==> config.mk <==
export PLATFORM = sky130hd
export DESIGN_NAME = led_matrix_serial_bit_sequencer
export DESIGN_NICKNAME = d
export VERILOG_FILES = /design/src/hdl/lmsbs_pkg.sv /design/src/hdl/lmsbs_datapath.sv /design/src/hdl/lmsbs_controller.sv /design/src/hdl/led_matrix_serial_bit_sequencer.sv
export SDC_FILE = /design/constraint.sdc
export NUM_CORES = 1
export LEC_CHECK = 0
export BUFFER_PORTS_ARGS = -buffer_cell sky130_fd_sc_hd__clkbuf_2
export CAP_MARGIN = 20
export CORE_MARGIN = 3
export CORE_UTILIZATION = 30
export DETAILED_ROUTE_END_ITERATION = 8
export GPL_ROUTABILITY_DRIVEN = 1
export HOLD_SLACK_MARGIN = 0.06
export PLACE_DENSITY = 0.59
export SKIP_LAST_GASP = 1
export SLEW_MARGIN = 5
export SYNTH_ARGS = -nofsm -noshare
export SYNTH_HDL_FRONTEND = slang
export SYNTH_SLANG_ARGS = --single-unit
==> constraint.sdc <==
create_clock -name clk -period 4.13 [get_ports clk]
set_clock_uncertainty 0.2 [all_clocks]
set_input_delay 0.6195 -clock clk [delete_from_list [all_inputs] [get_ports clk]]
set_output_delay 0.6195 -clock clk [all_outputs]
set_load 0.02 [all_outputs]
==> src/hdl/lmsbs_pkg.sv <==
// Shared types and constants for the LED matrix serial bit sequencer.
package lmsbs_pkg;

  localparam logic [1:0] COLOUR_RED   = 2'd0;
  localparam logic [1:0] COLOUR_GREEN = 2'd1;
  localparam logic [1:0] COLOUR_BLUE  = 2'd2;

  typedef struct packed {
    logic [7:0] row_bits;
    logic [2:0] column;
    logic [1:0] colour;
  } in_item_t;

  typedef struct packed {
    logic data_bit;
    logic latch_after;
  } out_item_t;

  typedef enum logic [2:0] {
    CNT_HOLD,
    CNT_DEC,
    CNT_LD_COL,
    CNT_LD_PAD,
    CNT_LD_GAP
  } cnt_op_t;

  typedef enum logic [1:0] {
    SRC_ZERO,
    SRC_ONE,
    SRC_ROW
  } bit_src_t;

  typedef struct packed {
    logic     accept;
    logic     emit;
    bit_src_t src;
    logic     latch;
    logic     shift_row;
    cnt_op_t  cnt_op;
  } cmd_t;

  typedef struct packed {
    logic step;
    logic cnt_zero;
    logic col_zero;
    logic pad_zero;
    logic row_last;
    logic rows_done;
  } status_t;

endpackage

==> src/hdl/lmsbs_datapath.sv <==
// Datapath: item registers, phase counter, row shifter and output register.
module lmsbs_datapath #(
  parameter int ROW_COUNT    = 8,
  parameter int COLUMN_COUNT = 8
) (
  input  logic                clk,
  input  logic                rst,
  input  lmsbs_pkg::in_item_t in_data,
  input  logic                out_ready,
  input  lmsbs_pkg::cmd_t     cmd,
  output lmsbs_pkg::status_t  status,
  output logic                out_valid,
  output lmsbs_pkg::out_item_t out_data
);

  localparam int CNT_MAX   = (ROW_COUNT > 8) ? ROW_COUNT : 8;
  localparam int CW        = $clog2(CNT_MAX);
  localparam int RW        = $clog2(ROW_COUNT + 1);
  localparam int COL_LIMIT = COLUMN_COUNT - 1;

  logic [CW-1:0] cnt;
  logic [RW-1:0] row_idx;
  logic [7:0]    rows;
  logic [2:0]    col;
  logic [1:0]    pad;
  logic [2:0]    col_sat;
  logic [1:0]    pad_in;
  logic          data_next;

  always_comb begin
    if ({2'b00, in_data.column} > 5'(COL_LIMIT)) begin
      col_sat = 3'(COL_LIMIT);
    end else begin
      col_sat = in_data.column;
    end
    if (in_data.colour == lmsbs_pkg::COLOUR_RED) begin
      pad_in = 2'd2;
    end else if (in_data.colour == lmsbs_pkg::COLOUR_GREEN) begin
      pad_in = 2'd1;
    end else begin
      pad_in = 2'd0;
    end
  end

  always_ff @(posedge clk) begin
    if (cmd.accept) begin
      rows    <= in_data.row_bits;
      col     <= col_sat;
      pad     <= pad_in;
      row_idx <= '0;
      cnt     <= CW'(ROW_COUNT - 1);
    end else begin
      if (cmd.shift_row) begin
        rows    <= {1'b0, rows[7:1]};
        row_idx <= row_idx + RW'(1);
      end
      case (cmd.cnt_op)
        lmsbs_pkg::CNT_HOLD:   cnt <= cnt;
        lmsbs_pkg::CNT_DEC:    cnt <= cnt - CW'(1);
        lmsbs_pkg::CNT_LD_COL: cnt <= CW'(col) - CW'(1);
        lmsbs_pkg::CNT_LD_PAD: cnt <= CW'(pad) - CW'(1);
        lmsbs_pkg::CNT_LD_GAP: cnt <= CW'(1);
        default:               cnt <= cnt;
      endcase
    end
  end

  always_comb begin
    case (cmd.src)
      lmsbs_pkg::SRC_ZERO: data_next = 1'b0;
      lmsbs_pkg::SRC_ONE:  data_next = 1'b1;
      lmsbs_pkg::SRC_ROW:  data_next = rows[0];
      default:             data_next = 1'b0;
    endcase
  end

  always_ff @(posedge clk) begin
    if (rst) begin
      out_valid <= 1'b0;
    end else if (cmd.emit) begin
      out_valid <= 1'b1;
    end else if (out_ready) begin
      out_valid <= 1'b0;
    end
  end

  always_ff @(posedge clk) begin
    if (cmd.emit) begin
      out_data.data_bit    <= data_next;
      out_data.latch_after <= cmd.latch;
    end
  end

  always_comb begin
    status.step      = !out_valid || out_ready;
    status.cnt_zero  = (cnt == '0);
    status.col_zero  = (col == '0);
    status.pad_zero  = (pad == '0);
    status.row_last  = (row_idx == RW'(ROW_COUNT - 1));
    status.rows_done = (row_idx == RW'(ROW_COUNT));
  end

`ifndef SYNTHESIS
  a_emit_room: assert property (@(posedge clk) disable iff (rst)
    cmd.emit |-> status.step)
    else $error("emit while output register is blocked");
  a_rows_bounded: assert property (@(posedge clk) disable iff (rst)
    cmd.shift_row |-> !status.rows_done)
    else $error("row shift past last row");
  a_emit_valid: assert property (@(posedge clk) disable iff (rst)
    cmd.emit |=> out_valid)
    else $error("emitted bit not held in output register");
`endif

endmodule

==> src/hdl/lmsbs_controller.sv <==
// Controller: state machine that walks the phases of one serial run.
module lmsbs_controller (
  input  logic               clk,
  input  logic               rst,
  input  logic               in_valid,
  output logic               in_ready,
  input  lmsbs_pkg::status_t status,
  output lmsbs_pkg::cmd_t    cmd
);

  typedef enum logic [6:0] {
    ST_IDLE   = 7'b0000001,
    ST_CLEAR  = 7'b0000010,
    ST_SELECT = 7'b0000100,
    ST_COLZ   = 7'b0001000,
    ST_LEAD   = 7'b0010000,
    ST_ROW    = 7'b0100000,
    ST_GAP    = 7'b1000000
  } state_t;

  state_t state;
  state_t state_next;

  always_ff @(posedge clk) begin
    if (rst) begin
      state <= ST_IDLE;
    end else begin
      state <= state_next;
    end
  end

  assign in_ready = (state == ST_IDLE);

  always_comb begin
    state_next    = state;
    cmd.accept    = 1'b0;
    cmd.emit      = 1'b0;
    cmd.src       = lmsbs_pkg::SRC_ZERO;
    cmd.latch     = 1'b0;
    cmd.shift_row = 1'b0;
    cmd.cnt_op    = lmsbs_pkg::CNT_HOLD;
    case (state)
      ST_IDLE: begin
        if (in_valid) begin
          cmd.accept = 1'b1;
          state_next = ST_CLEAR;
        end
      end
      ST_CLEAR: begin
        if (status.step) begin
          cmd.emit = 1'b1;
          if (status.cnt_zero) begin
            state_next = ST_SELECT;
          end else begin
            cmd.cnt_op = lmsbs_pkg::CNT_DEC;
          end
        end
      end
      ST_SELECT: begin
        if (status.step) begin
          cmd.emit = 1'b1;
          cmd.src  = lmsbs_pkg::SRC_ONE;
          if (!status.col_zero) begin
            cmd.cnt_op = lmsbs_pkg::CNT_LD_COL;
            state_next = ST_COLZ;
          end else if (!status.pad_zero) begin
            cmd.cnt_op = lmsbs_pkg::CNT_LD_PAD;
            state_next = ST_LEAD;
          end else begin
            state_next = ST_ROW;
          end
        end
      end
      ST_COLZ: begin
        if (status.step) begin
          cmd.emit = 1'b1;
          if (!status.cnt_zero) begin
            cmd.cnt_op = lmsbs_pkg::CNT_DEC;
          end else if (!status.pad_zero) begin
            cmd.cnt_op = lmsbs_pkg::CNT_LD_PAD;
            state_next = ST_LEAD;
          end else begin
            state_next = ST_ROW;
          end
        end
      end
      ST_LEAD: begin
        if (status.step) begin
          cmd.emit = 1'b1;
          if (status.cnt_zero) begin
            state_next = ST_ROW;
          end else begin
            cmd.cnt_op = lmsbs_pkg::CNT_DEC;
          end
        end
      end
      ST_ROW: begin
        if (status.step) begin
          cmd.emit      = 1'b1;
          cmd.src       = lmsbs_pkg::SRC_ROW;
          cmd.shift_row = 1'b1;
          if (!status.row_last) begin
            cmd.cnt_op = lmsbs_pkg::CNT_LD_GAP;
            state_next = ST_GAP;
          end else if (!status.pad_zero) begin
            cmd.cnt_op = lmsbs_pkg::CNT_LD_PAD;
            state_next = ST_GAP;
          end else begin
            cmd.latch  = 1'b1;
            state_next = ST_IDLE;
          end
        end
      end
      ST_GAP: begin
        if (status.step) begin
          cmd.emit = 1'b1;
          if (!status.cnt_zero) begin
            cmd.cnt_op = lmsbs_pkg::CNT_DEC;
          end else if (status.rows_done) begin
            cmd.latch  = 1'b1;
            state_next = ST_IDLE;
          end else begin
            state_next = ST_ROW;
          end
        end
      end
      default: begin
        state_next = ST_IDLE;
      end
    endcase
  end

`ifndef SYNTHESIS
  a_idle_quiet: assert property (@(posedge clk) disable iff (rst)
    (state == ST_IDLE) |-> !cmd.emit)
    else $error("bit emitted while idle");
  a_latch_ends: assert property (@(posedge clk) disable iff (rst)
    cmd.latch |=> (state == ST_IDLE))
    else $error("latch bit did not end the run");
  a_latch_emits: assert property (@(posedge clk) disable iff (rst)
    cmd.latch |-> cmd.emit)
    else $error("latch flag without emitted bit");
`endif

endmodule

==> src/hdl/led_matrix_serial_bit_sequencer.sv <==
// Top level of the LED matrix serial bit sequencer.
//
// Input channel (in_valid/in_ready/in_data): one transfer per column and
// colour plane, carrying eight row bits, the column index and the colour.
// Output channel (out_valid/out_ready/out_data): one transfer per serial
// bit, with latch_after set on the last bit of each run.
// A run is ROW_COUNT zeros, a one, column zeros, (2 - colour) zeros, then
// the row bits LSB first with two zeros between them and (2 - colour)
// zeros after the last. Colour three acts as blue; a column past the
// matrix saturates to COLUMN_COUNT - 1.
// An input transfer moves the state machine to its clear state; the first
// bit is registered into the single output register and raises out_valid.
// Bits are emitted one per cycle while that register is free; a run is at
// most 42 bits with default parameters. in_ready is high only between
// runs; the next item is taken while the final bit waits in the output
// register. When the receiver stalls, the sequencer holds its place until
// the output register frees. Reset returns to idle and drops out_valid.
module led_matrix_serial_bit_sequencer #(
  parameter int ROW_COUNT    = 8,
  parameter int COLUMN_COUNT = 8
) (
  input  logic                 clk,
  input  logic                 rst,
  input  logic                 in_valid,
  output logic                 in_ready,
  input  lmsbs_pkg::in_item_t  in_data,
  output logic                 out_valid,
  input  logic                 out_ready,
  output lmsbs_pkg::out_item_t out_data
);

  lmsbs_pkg::cmd_t    cmd;
  lmsbs_pkg::status_t status;

  lmsbs_controller u_ctrl (
    .clk      (clk),
    .rst      (rst),
    .in_valid (in_valid),
    .in_ready (in_ready),
    .status   (status),
    .cmd      (cmd)
  );

  lmsbs_datapath #(
    .ROW_COUNT    (ROW_COUNT),
    .COLUMN_COUNT (COLUMN_COUNT)
  ) u_dp (
    .clk       (clk),
    .rst       (rst),
    .in_data   (in_data),
    .out_ready (out_ready),
    .cmd       (cmd),
    .status    (status),
    .out_valid (out_valid),
    .out_data  (out_data)
  );

endmodule
==> results.sh <==
export IMPL_status="finished, final reports clean"
export IMPL_max_freq_ghz=0.353
export IMPL_crit_arrival_ns=2.84
export IMPL_min_delay_path_class="flip-flop to flip-flop"
export IMPL_gp_congestion=0.815
export IMPL_critPathKind="flip-flop to flip-flop"
export IMPL_slew_headroom_pct=60.3
export IMPL_final_cell_area_um2=1980
export IMPL_dieWidth_um=82.1
export IMPL_syn_nets=216
export IMPL_insertedDiodeCount=0
export IMPL_cts_tree="done"
export IMPL_cp_max_fo=7
export IMPL_grt_pass1_wl_mm=6.50
export IMPL_die_area_um2=6750
export IMPL_nFillCells=579
export IMPL_cts_hold_buffers=0
export IMPL_multi_input_area_um2=931
export IMPL_drcViolationCount=0
export IMPL_worstPathRequired_ns=4.14
export IMPL_nets=235
export IMPL_setup_viol=0
export IMPL_synth_area_um2=1740
export IMPL_layoutNonFillerInstCount=286
export IMPL_drv_slew=0
export IMPL_setup_ws_ns=1.30
export IMPL_clock_sinks=30
export IMPL_ys_ff_latch=30
export IMPL_yosysSeqAreaShare_pct=43.2
export IMPL_p_leak_nw=0.777
export IMPL_synthesis_instances=194
export IMPL_crit_path_end_kind="flip-flop"
export IMPL_hpwl_mm=2.77
export IMPL_grt_overflow=0
export IMPL_synth_common_cells="32 x nand2_1, 16 x a21oi_1, 15 x dfxtp_1, 15 x edfxtp_1, 13 x nor2_1"
export IMPL_cts_resized=0
export IMPL_cts_setup_buffers=0
export IMPL_ys_top_cells_by_area="edfxtp_1 26%, dfxtp_1 17%, nand2_1 6.9%"
export IMPL_core_um2=5570
export IMPL_grt_usage_pct=12.6
export IMPL_wl_per_cell_um=13.1
export IMPL_viasPerCell=5.02
export IMPL_drt_iter0_drc=104
export IMPL_ioPinCount=21
export IMPL_ant_nets=0
export IMPL_clk_pin_slew_ns=0.07
export IMPL_setup_tns_ns=0
export IMPL_htree_levels=2
export IMPL_drv_cap=0
export IMPL_hold_violations=0
export IMPL_pwr_density_cell_nw_per_um2=351
export IMPL_numCtsBuffers=5
export IMPL_syn_area_per_cell_um2=8.96
export IMPL_vias=1437
export IMPL_grt_pass1_vias=1414
export IMPL_wirelength_mm=3.74
export IMPL_drive_gt1_share_pct=16.8
export IMPL_tightest_slew_ns=0.595
export IMPL_root_buffer="clkbuf_8"
export IMPL_antenna_found_initial=0
export IMPL_regArea_um2=751
export IMPL_yosysTopAreaCell="edfxtp_1"
export IMPL_place_ws_ns=1.16
export IMPL_rsz0062_at_grt="false"
export IMPL_core_rowCount=27
export IMPL_start_util_pct=31.2
export IMPL_post_synth_top_count_cell="nand2_1"
export IMPL_synth_distinct_cells=52
export IMPL_cts_buffer_depth=2
export IMPL_synth_top_area_share_pct=25.9
export IMPL_area_growth_pct=13.6
export IMPL_dr_pass1_iters=4
export IMPL_synth_async_reset_ratio_pct=0
export IMPL_placed_area_um2=1890
export IMPL_power_total_mw=0.693
export IMPL_crit_path_start_kind="flip-flop"
export IMPL_io_buffer_count=20
export IMPL_die_y_um=82.1
export IMPL_placed_cells=278
export IMPL_period_needed_ns=2.83
export IMPL_clk_latency_ns=0.28
export IMPL_period_share_pct=68.6
export IMPL_synth_edf_count=15
export IMPL_ys_warn_count=0
export IMPL_irDropWorstVdd_mv=0.212
export IMPL_synthFlopType="edfxtp_1"
export IMPL_grt_max_degree=19
==> power by group <==
group | switching, mW | leakage [nW] | internal [mW]
Sequential | 0.0167 | 0.265 | 0.343
Clock | 0.109 | 0.0426 | 0.116
Combinational | 0.0675 | 0.470 | 0.0413
==> layout by cell type, fill, tap and decap left out, drive strengths merged, types with 4 or more instances in the layout <==
cell	count
nor2	13
edfxtp	15
o211ai	4
ha	5
a21oi	16
nand2b	5
clkbuf	26
or3	4
dfxtp	15
nor3	6
nor2b	7
inv	6
nand2	32
nand3	5
nor4	4
o21ai	10
==> cells by family after synthesis <==
| group | count (synthesis) | share of synthesized area (%) |
|---|---|---|
| compound gates | 43 | 15.3 |
| xor+xnor | 3 | 1.51 |
| fa+ha+maj | 5 | 3.60 |
| buf+inv | 14 | 3.31 |
| flops | 30 | 43.2 |
| mux | 4 | 2.88 |
| simple gates | 95 | 30.3 |
==> per-stage QoR <==
stage          utilization [%]  hold slack, ns
2_1_floorplan                -           0.266
3_3_place_gp              34.0           0.289
3_5_place_dp              34.0           0.296
4_1_cts                   35.4           0.305
5_1_grt                   35.4           0.307
6_report                  35.4           0.302
==> critical path: stages, from the launching register on <==
cell      delay (ns)
dfxtp_1         0.36
nor4_1          0.34
o211ai_1        0.24
or3_1           0.48
and3_4          0.21
mux2i_1         0.14
mux2_1          0.31
ha_1            0.29
a21o_1          0.15
nand3_1         0.06
==> flip-flops by register name (all words and copies together) (netlist names) <==
| register | flops |
|---|---|
| u_dp.out_valid | 1 |
| u_ctrl.state | 7 |
| u_dp.cnt | 3 |
| u_dp.pad | 2 |
| u_dp.out_data | 2 |
| u_dp.rows | 8 |
| u_dp.row_idx | 4 |
| u_dp.col | 3 |
==> final cells by class <==
cell class                      instances  share of cell area [%]
Clock buffer                            6                    3.67
Multi-Input combinational cell        150                    47.1
Sequential cell                        30                    38.0
Tap cell                               72                    4.56
Clock inverter                          2                   0.443
Timing Repair Buffer                   20                    5.07
Inverter                                6                    1.14
==> worst paths after layout <==
check                           slack, ns            start              end  cells past startpoint
worst max-delay path                 1.30  u_ctrl.state[5]      u_dp.cnt[1]                      9
worst min register to register       0.30  u_dp.row_idx[1]  u_dp.row_idx[1]                      2
worst min-delay path                 0.30  u_dp.row_idx[1]  u_dp.row_idx[1]                      2
worst max register to register       1.30  u_ctrl.state[5]      u_dp.cnt[1]                      9
==> metal layers <==
| layer | vias to the layer above | global-route usage (%) | part of all wire (%) |
|---|---|---|---|
| met5 | - | 0 | 0 |
| met4 | 0 | 6.64 | 2.0 |
| met3 | 8 | 3.15 | 5.9 |
| met2 | 39 | 18.4 | 43 |
| met1 | 654 | 17.1 | 49 |
| li1 | 736 | - | - |
(Power assumes the default switching activity.)
